### src/rtl/aabbcp_pkg.sv
// Shared constants and types for the box collide-and-push-out core.
`timescale 1ns / 1ps

package aabbcp_pkg;

  // Half extents are unsigned Q14.8 at a fixed width
  localparam int HALF_W = 22;

  // Default coordinate width, signed Q16.8
  localparam int COORD_W_DEF = 24;

  // Configuration register index
  localparam int CFG_IDX_W = 2;
  localparam logic [CFG_IDX_W-1:0] CFG_SELF_HALF_W = 2'd0;
  localparam logic [CFG_IDX_W-1:0] CFG_SELF_HALF_H = 2'd1;

  // Axis the collider was moved along
  typedef enum logic [1:0] {
    AXIS_NONE = 2'd0,
    AXIS_X    = 2'd1,
    AXIS_Y    = 2'd2
  } axis_e;

endpackage

### src/rtl/aabbcp_sat.sv
// Signed saturation from a wide value down to a narrower signed range.
`timescale 1ns / 1ps

module aabbcp_sat #(
  parameter int IN_W  = 27,
  parameter int OUT_W = 24
) (
  input  logic signed [IN_W-1:0]  val_i,
  output logic signed [OUT_W-1:0] sat_o
);

  logic [IN_W-OUT_W:0] top_bits;
  logic                fits;

  // The value fits when every bit above the result sign matches it
  assign top_bits = val_i[IN_W-1:OUT_W-1];
  assign fits     = (top_bits == '0) || (top_bits == '1);

  // Clamp to the most negative or most positive code on overflow
  always_comb begin
    if (fits) begin
      sat_o = val_i[OUT_W-1:0];
    end else if (val_i[IN_W-1]) begin
      sat_o = {1'b1, {(OUT_W-1){1'b0}}};
    end else begin
      sat_o = {1'b0, {(OUT_W-1){1'b1}}};
    end
  end

endmodule

### src/rtl/aabb_collide_and_push_out_core.sv
// Top level of the box collide-and-push-out core: four-stage pipeline.
`timescale 1ns / 1ps

// Takes one box-pair request per clock and returns one result per request,
// marked by done_o for a single cycle. A request passes through the four
// register stages (offset, overlap test, push and axis choice, add and
// saturate); busy stays low because every stage advances each cycle, and
// results are not held, so the receiver must take done_o when it comes. The
// user must write collider half sizes through the cfg port only while no
// request is in flight; the block itself does not enforce this.
module aabb_collide_and_push_out_core
  import aabbcp_pkg::*;
#(
  parameter int COORD_WIDTH = COORD_W_DEF
) (
  input  logic                          clk_i,
  input  logic                          rst_ni,
  // Configuration write port
  input  logic                          cfg_we_i,
  input  logic [CFG_IDX_W-1:0]          cfg_idx_i,
  input  logic [HALF_W-1:0]             cfg_wdata_i,
  // Request
  input  logic                          start,
  output logic                          busy,
  input  logic signed [COORD_WIDTH-1:0] self_x_i,
  input  logic signed [COORD_WIDTH-1:0] self_y_i,
  input  logic signed [COORD_WIDTH-1:0] box_x_i,
  input  logic signed [COORD_WIDTH-1:0] box_y_i,
  input  logic [HALF_W-1:0]             box_half_w_i,
  input  logic [HALF_W-1:0]             box_half_h_i,
  // Result
  output logic                          done_o,
  output logic                          hit_o,
  output logic signed [COORD_WIDTH-1:0] new_x_o,
  output logic signed [COORD_WIDTH-1:0] new_y_o,
  output logic signed [COORD_WIDTH-1:0] push_x_o,
  output logic signed [COORD_WIDTH-1:0] push_y_o,
  output logic [1:0]                    moved_axis_o
);

  localparam int CW = COORD_WIDTH;
  // Width of centre offset magnitudes and summed half extents
  localparam int UW = (CW + 1 > HALF_W + 1) ? CW + 1 : HALF_W + 1;

  // Configuration registers
  logic [HALF_W-1:0] self_hw_q, self_hh_q;

  // Stage 1: offsets and summed half extents
  logic                 v1_q;
  logic signed [CW:0]   dx_q1, dy_q1;
  logic signed [CW-1:0] sx_q1, sy_q1;
  logic [HALF_W-1:0]    bhw_q1, bhh_q1;
  logic [HALF_W:0]      minx_q1, miny_q1;

  // Stage 2: magnitudes and overlap tests
  logic                 v2_q;
  logic [CW:0]          adx_d, ady_d, adx_q2, ady_q2;
  logic                 negx_q2, negy_q2, hit_q2, xin_q2, yin_q2;
  logic                 hit_d, xin_d, yin_d;
  logic signed [CW-1:0] sx_q2, sy_q2;
  logic [HALF_W-1:0]    bhw_q2, bhh_q2;
  logic [HALF_W:0]      minx_q2, miny_q2;

  // Stage 3: push vector and axis choice
  logic                 v3_q;
  logic signed [UW:0]   px_d, py_d, px_q3, py_q3;
  logic                 ex_lt_ey;
  axis_e                axis_d, axis_q3;
  logic                 hit_q3;
  logic signed [CW-1:0] sx_q3, sy_q3;

  // Stage 4: moved position and saturation
  logic signed [UW+1:0] sum_x, sum_y;
  logic signed [CW-1:0] sum_x_sat, sum_y_sat, px_sat, py_sat;

  // No stage ever waits, so a request is always taken
  assign busy = 1'b0;

  // Write the collider half sizes; drop writes to unknown indexes
  always_ff @(posedge clk_i or negedge rst_ni) begin
    if (!rst_ni) begin
      self_hw_q <= '0;
      self_hh_q <= '0;
    end else if (cfg_we_i) begin
      unique case (cfg_idx_i)
        CFG_SELF_HALF_W: self_hw_q <= cfg_wdata_i;
        CFG_SELF_HALF_H: self_hh_q <= cfg_wdata_i;
        default: ;
      endcase
    end
  end

  // Valid bits advance one stage per cycle
  always_ff @(posedge clk_i or negedge rst_ni) begin
    if (!rst_ni) begin
      v1_q   <= 1'b0;
      v2_q   <= 1'b0;
      v3_q   <= 1'b0;
      done_o <= 1'b0;
    end else begin
      v1_q   <= start && !busy;
      v2_q   <= v1_q;
      v3_q   <= v2_q;
      done_o <= v3_q;
    end
  end

  // Stage 1: take box minus collider offsets and the overlap limits
  always_ff @(posedge clk_i) begin
    dx_q1   <= (CW+1)'(box_x_i) - (CW+1)'(self_x_i);
    dy_q1   <= (CW+1)'(box_y_i) - (CW+1)'(self_y_i);
    sx_q1   <= self_x_i;
    sy_q1   <= self_y_i;
    bhw_q1  <= box_half_w_i;
    bhh_q1  <= box_half_h_i;
    minx_q1 <= (HALF_W+1)'(self_hw_q) + (HALF_W+1)'(box_half_w_i);
    miny_q1 <= (HALF_W+1)'(self_hh_q) + (HALF_W+1)'(box_half_h_i);
  end

  // Stage 2: offset magnitudes and strict overlap compares
  always_comb begin
    adx_d = dx_q1[CW] ? $unsigned(-dx_q1) : $unsigned(dx_q1);
    ady_d = dy_q1[CW] ? $unsigned(-dy_q1) : $unsigned(dy_q1);
    hit_d = (UW'(adx_d) < UW'(minx_q1)) && (UW'(ady_d) < UW'(miny_q1));
    xin_d = UW'(adx_d) < UW'(bhw_q1);
    yin_d = UW'(ady_d) < UW'(bhh_q1);
  end

  always_ff @(posedge clk_i) begin
    adx_q2  <= adx_d;
    ady_q2  <= ady_d;
    negx_q2 <= dx_q1[CW];
    negy_q2 <= dy_q1[CW];
    hit_q2  <= hit_d;
    xin_q2  <= xin_d;
    yin_q2  <= yin_d;
    sx_q2   <= sx_q1;
    sy_q2   <= sy_q1;
    bhw_q2  <= bhw_q1;
    bhh_q2  <= bhh_q1;
    minx_q2 <= minx_q1;
    miny_q2 <= miny_q1;
  end

  // Stage 3: push points away from the box; a zero offset pushes negative
  always_comb begin
    px_d = negx_q2 ? $signed((UW+1)'(minx_q2) - (UW+1)'(adx_q2))
                   : $signed((UW+1)'(adx_q2) - (UW+1)'(minx_q2));
    py_d = negy_q2 ? $signed((UW+1)'(miny_q2) - (UW+1)'(ady_q2))
                   : $signed((UW+1)'(ady_q2) - (UW+1)'(miny_q2));
    // Edge distances compared without forming them: bhw-adx < bhh-ady
    ex_lt_ey = ((UW+1)'(bhw_q2) + (UW+1)'(ady_q2)) <
               ((UW+1)'(bhh_q2) + (UW+1)'(adx_q2));
    if (!hit_q2) begin
      axis_d = AXIS_NONE;
    end else if (xin_q2 && yin_q2) begin
      axis_d = ex_lt_ey ? AXIS_X : AXIS_Y;
    end else if (yin_q2) begin
      axis_d = AXIS_X;
    end else begin
      axis_d = AXIS_Y;
    end
  end

  always_ff @(posedge clk_i) begin
    px_q3   <= px_d;
    py_q3   <= py_d;
    axis_q3 <= axis_d;
    hit_q3  <= hit_q2;
    sx_q3   <= sx_q2;
    sy_q3   <= sy_q2;
  end

  // Stage 4: apply the unsaturated push, then clamp everything
  assign sum_x = (UW+2)'(sx_q3) + (UW+2)'(px_q3);
  assign sum_y = (UW+2)'(sy_q3) + (UW+2)'(py_q3);

  aabbcp_sat #(.IN_W(UW+2), .OUT_W(CW)) u_sat_nx (.val_i(sum_x), .sat_o(sum_x_sat));
  aabbcp_sat #(.IN_W(UW+2), .OUT_W(CW)) u_sat_ny (.val_i(sum_y), .sat_o(sum_y_sat));
  aabbcp_sat #(.IN_W(UW+1), .OUT_W(CW)) u_sat_px (.val_i(px_q3), .sat_o(px_sat));
  aabbcp_sat #(.IN_W(UW+1), .OUT_W(CW)) u_sat_py (.val_i(py_q3), .sat_o(py_sat));

  // Result register; a miss leaves the collider where it was
  always_ff @(posedge clk_i) begin
    hit_o        <= hit_q3;
    new_x_o      <= (axis_q3 == AXIS_X) ? sum_x_sat : sx_q3;
    new_y_o      <= (axis_q3 == AXIS_Y) ? sum_y_sat : sy_q3;
    push_x_o     <= hit_q3 ? px_sat : '0;
    push_y_o     <= hit_q3 ? py_sat : '0;
    moved_axis_o <= axis_q3;
  end

endmodule

### config.mk
export PLATFORM = sky130hd
export DESIGN_NAME = aabb_collide_and_push_out_core
export DESIGN_NICKNAME = d
export VERILOG_FILES = /design/src/rtl/aabbcp_pkg.sv /design/src/rtl/aabbcp_sat.sv /design/src/rtl/aabb_collide_and_push_out_core.sv
export SDC_FILE = /design/constraint.sdc
export NUM_CORES = 1
export LEC_CHECK = 0
export BUFFER_PORTS_ARGS = -buffer_cell sky130_fd_sc_hd__buf_4
export CORE_MARGIN = 5
export CORE_UTILIZATION = 53
export DETAILED_ROUTE_END_ITERATION = 6
export GPL_TIMING_DRIVEN = 0
export PLACE_DENSITY = 0.84
export SLEW_MARGIN = 30
export SYNTH_ARGS = -nofsm -noshare
export SYNTH_HDL_FRONTEND = slang
export SYNTH_SLANG_ARGS = --single-unit
### constraint.sdc
create_clock -name clk_i -period 4.9 [get_ports clk_i]
set_input_delay 0.98 -clock clk_i [delete_from_list [all_inputs] [get_ports clk_i]]
set_output_delay 0.98 -clock clk_i [all_outputs]
set_load 0.05 [all_outputs]
==> qor.yml <==
wirelength_mm: 81.4
crit_slowest_cell: "fa_2"
arrival_ns: 5.31
grt_pass1_wl_mm: 126
grt_start_max_net_pins: 49
slowest_delay_ns: 0.36
synth-async-reset-ratio_pct: 7.61
cts_tree: "done"
drt-initial-drc-count: 1839
detail_route.first_pass.iterations: 6
ff2ff_path_depth: 22
io_pins: 269
rr_endpoint: "axis_q3[1]"
synthesis.nets: 3877
yosysWarnings: 0
crit_start: "ady_q2[0]"
fin_nets: 4213
top_layer_used: "met5"
cpLargestDelayFamily: "compound AO/OA/AOI/OAI gates"
hold_path.class: "flip-flop to flip-flop"
grt_pass1_vias: 24100
drive_above_1_share_pct: 13.8
syn2layout_area_growth_pct: 16.8
grt_overflow_total: 0
cts_buffer_depth: 3
path_buf_inv: 0
critPathKind: "flip-flop to flip-flop"
crit_path_start_kind: "flip-flop"
synth_ff_type: "dfxtp_1"
synth.distinct_cells: 82
wl_met2_mm: 37.4
clk_pin_slew_worst_paths_ns: 0.06
htree_levels: 2
fmax_mhz: 209
whs_path_depth: 0
cts-root-buf: "clkbuf_16"
crit_path_end: "axis_q3[1]"
io_buffers: 267
synthCells: 3304
vdd_drop_max_mv: 0.371
drcViolationCount: 0
track_usage_pct: 24.2
via_count: 25000
wirelength_met1_mm: 36.1
fp.dieW_um: 254
slew_headroom_pct: 37.7
die_h_um: 254
outcome: "finished clean"
synth_edf_count: 0
worst-path-max-fanout: 3
cpMostUsedCell: "a21o_1"
min_period_ns: 4.79
final_max_slew_viol_count: 0
whs_ns: 0.316
yosys_register_bits: 631
wire_per_inst_um: 18.2
ys_seq_area_share_pct: 40.8
drtAntennaViolNets: 0
rows: 89
endpoint_kind: "flip-flop"
syn_avg_cell_area_um2: 9.56
p_leak_uw: 0.0175
final-seq-area_um2: 12900
hold_viol: 0
coreArea_um2: 59000
fin_skew_ns: 0.0179
tightest_slew_ns: 0.922
cts_sinks: 631
wl_met3_mm: 5.84
vias_per_cell: 5.58
multi_input_area_um2: 17300
p_per_area_nw_per_um2: 685
finalSetupViolations: 0
timing.final.crit_share_pct: 97.7
fin_total_pwr_uw: 25300
rrSetupSlack_ns: 0.11
antenna_found_initial: 11
numCtsBuffers: 61
syn_area_um2: 31600
cp_data_required_time_ns: 5.42
clk_latency_ns: 0.63
start_util_pct: 53.5
fillers: 4721
die_area_um2: 64600
drv_cap: 0
path_cells: "ha_2 > fa_2 > a21o_1 > a21oi_2 > nor2b_1 > o21a_1 > o41ai_4 > o211ai_1 > a32oi_2 > and2_4 > xnor2_1 > ha_1 > a21o_1 > a21o_1 > a21o_1 > a21o_1 > a21o_1 > a21o_1 > a21o_1 > a21boi_4 > o2111ai_2 > and3_1"
worst-path-stages: 22
r2r-start: "ady_q2[0]"
gp_congestion: 0.954
dpl.hpwl_mm: 64.5
synthesized netlist by cell type (40+ instances only):
cell type | number | area, um2
dfxtp_1 | 583 | 11700
ha_1 | 393 | 4920
inv_1 | 324 | 1220
nor2_1 | 244 | 916
a21oi_1 | 213 | 1070
xnor2_1 | 180 | 1580
nand2_1 | 146 | 548
o21ai_0 | 146 | 731
a21o_1 | 137 | 1030
xor2_1 | 63 | 552
mux2_2 | 51 | 574
dfrtp_1 | 48 | 1200
nor2b_1 | 48 | 300
nor3_1 | 47 | 235
clkbuf_1 | 46 | 173
nand3_1 | 42 | 210
nand2b_1 | 40 | 250
sequential cells by signal, summed over array words and instances (netlist names), 24 cells and up:
signal	count
dy_q1	25
sy_q1	24
px_q3	26
push_x_o	24
sy_q2	24
py_q3	26
dx_q1	25
push_y_o	24
adx_q2	25
sx_q1	24
new_y_o	24
sy_q3	24
sx_q3	24
sx_q2	24
new_x_o	24
ady_q2	25
timing repair:
action                                  in CTS  in global routing
hold buffers                                 0                  0
cloned                                       0                  0
pin swaps                                    4                  8
endpoints found under the setup margin       2                  2
gates resized for setup                      9                 20
setup buffers                                3                  3
cells by family (layout without fill, tap and decap cells):
kind of cell / count (synthesis) / after routing / share of synthesized area, %
XOR/XNOR: 244 / 244 / 6.79
AO/OA/AOI/OAI: 845 / 845 / 18.0
other: 1 / 9 / 0.0119
AND/OR/NAND/NOR: 728 / 728 / 11.3
flip-flops: 631 / 631 / 40.8
adder cells (fa/ha/maj): 405 / 405 / 16.3
buffers and inverters: 387 / 774 / 4.65
multiplexers: 63 / 63 / 2.20
layout by cell type, fill, tap and decap left out, types with 34 or more instances in the layout:
master     count
nand3_1       42
nor2b_1       48
a21o_1       137
o21a_1        34
dfrtp_1       48
nor3_1        47
nand2b_1      40
o21ai_0      143
xor2_1        63
a21oi_1      208
dfxtp_1      580
buf_4        275
inv_1        324
clkbuf_1      55
ha_1         392
nand2_1      146
a211oi_1      34
o31ai_1       34
clkbuf_16     66
nor2_1       244
mux2_2        51
xnor2_1      180
area by class of cell:
type / instances / area share [%]
Timing Repair Buffer: 273 / 5.56
Tap cell: 773 / 2.62
Antenna cell: 8 / 0.0543
Clock buffer: 86 / 4.98
Buffer: 61 / 0.668
Multi-Input combinational cell: 2286 / 47.0
Sequential cell: 631 / 34.9
Inverter: 326 / 3.32
Clock inverter: 28 / 0.892
through the flow:
stage	instance area [um2]	instances	worst slack (ns)	utilization, %	TNS (ns)
after CTS	36800	4461	0.0147	62.3	0
final	36900	4472	0.115	62.5	0
after global routing	36900	4471	-0.0372	62.5	-0.0475
after detailed placement	34600	4344	-0.522	58.6	-0.833
after global placement	34600	4344	-0.449	58.5	-0.710
after floorplan	31600	3304	0.341	-	0
metal layers:
| metal | vias up | global-route usage, % |
|---|---|---|
| li1 | 12300 | - |
| met2 | 776 | 38.9 |
| met4 | 6 | 7.04 |
| met5 | - | 0 |
| met3 | 136 | 4.66 |
| met1 | 11700 | 33.5 |
worst register-to-register path: cells and delay by family (launching register included):
family | cells | cell delay [ns]
AND/OR/NAND/NOR | 3 | 0.47
adder cells (fa/ha/maj) | 3 | 0.76
flip-flops | 1 | 0.34
XOR/XNOR | 1 | 0.07
AO/OA/AOI/OAI | 15 | 3.07
worst min-delay path by stage:
stage                     slack (ns)   endpoint      start
after floorplan                 0.31   sx_q2[0]   sx_q1[0]
final                           0.32  sy_q2[10]  sy_q1[10]
after detailed placement        0.31   sx_q2[0]   sx_q1[0]
after global routing            0.32  sy_q2[10]  sy_q1[10]
after global placement          0.31  sx_q2[23]  sx_q1[23]
after CTS                       0.31  sy_q2[10]  sy_q1[10]
power breakdown:
group	internal, uW	switching, uW
Sequential	6480	905
Clock	2970	2030
Combinational	5180	7700
Total	14600	10600
No activity file was read; power rests on OpenSTA's default activity.
